$ cat src/sv/esc_pkg.sv
package esc_pkg;

	// characters with a meaning of their own
	localparam logic [7:0] SYM_END   = 8'h00;
	localparam logic [7:0] SYM_OPEN  = 8'h28; // (
	localparam logic [7:0] SYM_CLOSE = 8'h29; // )
	localparam logic [7:0] SYM_X     = 8'h78; // x
	localparam logic [7:0] SYM_PLUS  = 8'h2b; // +
	localparam logic [7:0] SYM_MINUS = 8'h2d; // -
	localparam logic [7:0] SYM_MUL   = 8'h2a; // *
	localparam logic [7:0] SYM_DIV   = 8'h2f; // /
	localparam logic [7:0] SYM_ZERO  = 8'h30; // 0
	localparam logic [7:0] SYM_NINE  = 8'h39; // 9
	localparam logic [7:0] SYM_PI    = 8'h50; // P

	// function names, first character in the top byte
	localparam logic [15:0] NAME_LN   = "ln";
	localparam logic [31:0] NAME_SQRT = "sqrt";
	localparam logic [23:0] NAME_SIN  = "sin";
	localparam logic [23:0] NAME_COS  = "cos";
	localparam logic [23:0] NAME_TAN  = "tan";
	localparam logic [23:0] NAME_CTG  = "ctg";

	localparam int WORD_CHARS = 4;
	localparam logic [2:0] WORD_LEN_MAX = 3'd5; // one past the buffer: too long
	localparam int BAL_W = 10;

	typedef struct packed {
		logic [WORD_CHARS-1:0][7:0] chars;
		logic [2:0]                 len;
	} word_t;

endpackage

$ cat src/sv/esc_word_match.sv
module esc_word_match (
	input  esc_pkg::word_t word,
	output logic           match
);

	logic [31:0] c4;

	assign c4 = {word.chars[0], word.chars[1], word.chars[2], word.chars[3]};

	always_comb begin
		match = 1'b0;
		unique case (word.len)
			3'd2: match = (c4[31:16] == esc_pkg::NAME_LN);
			3'd3: match = (c4[31:8] == esc_pkg::NAME_SIN) || (c4[31:8] == esc_pkg::NAME_COS) ||
				(c4[31:8] == esc_pkg::NAME_TAN) || (c4[31:8] == esc_pkg::NAME_CTG);
			3'd4: match = (c4 == esc_pkg::NAME_SQRT);
			default: match = 1'b0;
		endcase
	end

endmodule
$ cat config.mk
export PLATFORM = sky130hd
export DESIGN_NAME = esc_word_match
export DESIGN_NICKNAME = d
export VERILOG_FILES = /design/src/sv/esc_pkg.sv /design/src/sv/esc_word_match.sv
export SDC_FILE = /design/constraint.sdc
export NUM_CORES = 1
export LEC_CHECK = 0
export BUFFER_PORTS_ARGS = -buffer_cell sky130_fd_sc_hd__buf_2
export CAP_MARGIN = 30
export CORE_AREA = 2 2 39 41
export DETAILED_ROUTE_END_ITERATION = 10
export DIE_AREA = 0 0 41 43
export PLACE_DENSITY_LB_ADDON = 0.2
export REMOVE_ABC_BUFFERS = 1
export SLEW_MARGIN = 10
export SYNTH_ARGS = -nofsm -noshare
export SYNTH_HDL_FRONTEND = slang
export SYNTH_SLANG_ARGS = --single-unit
export TNS_END_PERCENT = 50
$ cat constraint.sdc
create_clock -name vclk -period 3.6
set_input_delay 0.72 -clock vclk [all_inputs]
set_output_delay 0.72 -clock vclk [all_outputs]
set_load 0.03 [all_outputs]
Word-level counts from Yosys, hierarchy flattened
Cells that the tools add are included.
- register bits after elaboration: 0
- latch bits: 0
- RAM bits: 0
- memory bits (read-only): 0
- input bits: 35
- output and inout port bits: 1
- logic and storage cells: 13
- memories kept: 0
- add/sub/neg operators: 0
- multipliers: 0
- divide/modulo/power cells: 0
- magnitude comparators: 0
- equal/unequal tests: 9
- shift operators: 0
- muxes and demuxes: 1
- bitwise operators: 0
- reductions and logical operators: 3
- operators with widths (cell ; count):
    24-bit by 23-bit equality test with 1-bit output (second input constant) ; 4
    32-bit by 31-bit equality test with 1-bit output (second input constant) ; 1
    16-bit by 15-bit equality test with 1-bit output (second input constant) ; 1
    3-bit by 2-bit equality test with 1-bit output (second input constant) ; 2
    3-bit equality test (second input constant) ; 1
    1-bit logical OR ; 3
    1-bit one-hot mux with 3 select lines ; 1

Longest topological paths before layout
- depth in word-level cells: 5
- gate-level depth with buffers: 4
- mapped depth without buffers: 4

Worst setup path after synthesis
Ideal clock, no wire load.
- kind: input to output
- from: in word[22] (netlist bit)
- to: out match
- arrival time: 1.821 ns
- setup slack: 1.059 ns
- stages: 3
- path through: or4_4 a2111oi_2 or4_1
- cells in the longest elaborated chain, start to end: 5
- RTL lines (element ; RTL line ; RTL):
    start: declaration ; esc_word_match.sv:2 ; input esc_pkg::word_t word,
    24-bit by 23-bit equality test with 1-bit output ; esc_word_match.sv:14 ; 3'd3: match = (c4[31:8] == esc_pkg::NAME_SIN) || (c4[31:8] == esc_pkg::NAME_COS) ||
    1-bit logical OR (2 in series) ; esc_word_match.sv:14 ;
    1-bit logical OR ; esc_word_match.sv:15 ; (c4[31:8] == esc_pkg::NAME_TAN) || (c4[31:8] == esc_pkg::NAME_CTG);
    1-bit one-hot mux with 3 select lines * ; esc_word_match.sv:12 ; unique case (word.len)
    end: declaration ; esc_word_match.sv:3 ; output logic match
Mark *: on every way between the ends. The rest lies on a longest branch, timed or not.

Worst setup path after layout
- from: in word[14] (netlist bit)
- to: out match
Same word-level chain as after synthesis.

==> reports/results.ini <==
[run]
cap_violations = 0

[route]
wl_um = 939
antenna_left = 0
drt_iter0_drc = 6
viasPerCell = 5.195
avgRoutedWirePerCell_um = 10.79
vias = 452
drcViolationCount = 0
first_pass_iters = 4

[power_and_ir_drop]
p_sw_share_pct = 38.61
max-vdd-ir-drop_v = 0.00002110
power_frac_seq_pct = 0
clkPwrFrac_pct = 0
p_per_area_nw_per_um2 = 69.62
internal_power_mw = 0.02048
power_leakage_nw = 0.2211
combPwrFrac_pct = 100.0
p_switching_mw = 0.01288

[hold_path]
hold_end = match
hold_start = word[5]
holdPathStages = 5
hp-class = input port to output port

[critical_path]
crit_chain = buf_2 > nor4bb_1 > nand3_1 > a2111oi_2 > or4_1 > buf_2
cp_slowest_cell = nor4bb_1
cp_common_cell = buf_2
worstPathRequired_ns = 2.88
cp-start-kind = input port
cp-end-kind = output port
cp.arrival_ns = 2.02
cp_max_fo = 5
crit_path_max_incr_delay_ns = 0.37
critPathKind = input port to output port

[floorplan]
die_area_sq_um = 1763
rows = 14
io_pins = 36
dieHeight_um = 43
core-area_sq_um = 1384
initial_utilization_pct = 20.16
die_w_um = 41

[global_routing]
grt_max_degree = 6
antenna_found_initial = 0
grt_pass1_vias = 414
grt_overflow = 0
grt_first_pass_wirelength_um = 1469
grtUsageTotal_pct = 10.99

[logic_synthesis]
syn_avg_cell_area_sq_um = 7.972
synth_top_cell_by_area = nor4bb_1
synth_cells = 35
yosysWarnings = 0
synth_area_leaders = nor4bb_1 (22%), and3b_1 (9.4%), nand3_1 (9.0%)
synth_area_sq_um = 279.0
synth_top_area_share_pct = 21.52
synth_cell_types = 20
synth_seq_area_share_pct = 0

[final_layout]
drive_gt1_share_pct = 54.93
fillers = 167
syn_to_final_growth_pct = 71.75
stdcell_count = 87
final_nets = 108
final_common_cell = buf_2
num-clock-buffers = 0
final_cell_mix = buf_2 (36), nor4bb_1 (6), nand3_1 (5)
antenna_cells = 0
multi_input_area_sq_um = 279.0
design.seq.count = 0
regArea_sq_um = 0

[sta]
slew_viol_final = 0
finalHoldViolations = 0
max_freq_ghz = 0.3655
rsz0062_at_grt = no
tightest_slew_ns = 0.4771
slew_headroom_pct = 67.76
timing.hold.ws_ns = 2.082
setup_viol = 0
finalCritPeriodShare_pct = 76.01
layout_min_cycle_time_ns = 2.736
timing.setup.tns_ns = 0

[cts]
cts_resized = 0
cts_setup_buffers = 0
cts_hold_buf = 0

[placement]
place_inst = 87
gp_congestion = 0.7117
port_buffers = 36

[outcome]
status = finished clean

-- worst max-delay path by stage --
stage                     slack (ns)    end  depth (start not counted)     start
after global routing            0.78  match                          6  word[14]
after global placement          0.87  match                          5  word[22]
after CTS                       0.87  match                          6  word[14]
after floorplan                 1.06  match                          3  word[22]
after detailed placement        0.87  match                          6  word[14]
final                           0.86  match                          6  word[14]
-- cell type report --
type	count	share of cell area, %
multi-input cells	35	58.22
well taps	16	4.178
repair buffers	36	37.60
-- cells in the mapped netlist --
| cell type | count |
|---|---|
| a2111oi_2 | 1 |
| nand3_1 | 5 |
| and4bb_1 | 1 |
| nand2_1 | 2 |
| nor2_1 | 1 |
| or2b_1 | 1 |
| nor3_1 | 1 |
| nor4bb_1 | 6 |
| nand4b_1 | 2 |
| nand3b_1 | 1 |
| nor4_1 | 1 |
| or4bb_1 | 1 |
| nor2b_1 | 1 |
| and4bb_2 | 1 |
| a2111oi_0 | 1 |
| or4_4 | 1 |
| or4_1 | 1 |
| nand4_1 | 3 |
| nor4b_1 | 1 |
| and3b_1 | 3 |
-- logic make-up after synthesis --
| group | Yosys count | share of synthesized area, % |
|---|---|---|
| simple gates | 33 | 91.49 |
| compound gates | 2 | 8.519 |
-- power groups by stage --
| stage | combinational (mW) | clock (mW) | sequential [mW] |
|---|---|---|---|
| floorplan | 0.00969 | 0 | 0 |
| global placement | 0.0331 | 0 | 0 |
| detailed placement | 0.0335 | 0 | 0 |
| CTS | 0.0336 | 0 | 0 |
| global route | 0.0367 | 0 | 0 |
| finish | 0.0334 | 0 | 0 |
-- critical path: cells and delay by family --
kind                   cells  cell delay [ns]
buffers and inverters      2             0.31
AO/OA/AOI/OAI              1             0.30
AND/OR/NAND/NOR            3             0.69
-- metal layers --
metal	wire, um	vias to the layer above	GRT usage (%)	share of wire (%)
li1	-	230	-	-
met1	405	199	13.92	43
met2	452	23	20.63	48
met3	81	0	0	8.6
met4	0	0	0	0
met5	0	-	0	0
-- per-stage QoR --
step	util [%]	power, mW	instance area, sq um	setup WS (ns)
6_report	34.63	0.03336	479.2	0.8637
5_1_grt	34.63	0.03669	479.2	0.7770
4_1_cts	34.63	0.03361	479.2	0.8673
3_5_place_dp	34.63	0.03353	479.2	0.8679
3_3_place_gp	34.63	0.03306	479.2	0.8717
2_1_floorplan	-	0.009692	279.0	1.059
(Power assumes the default switching activity.)
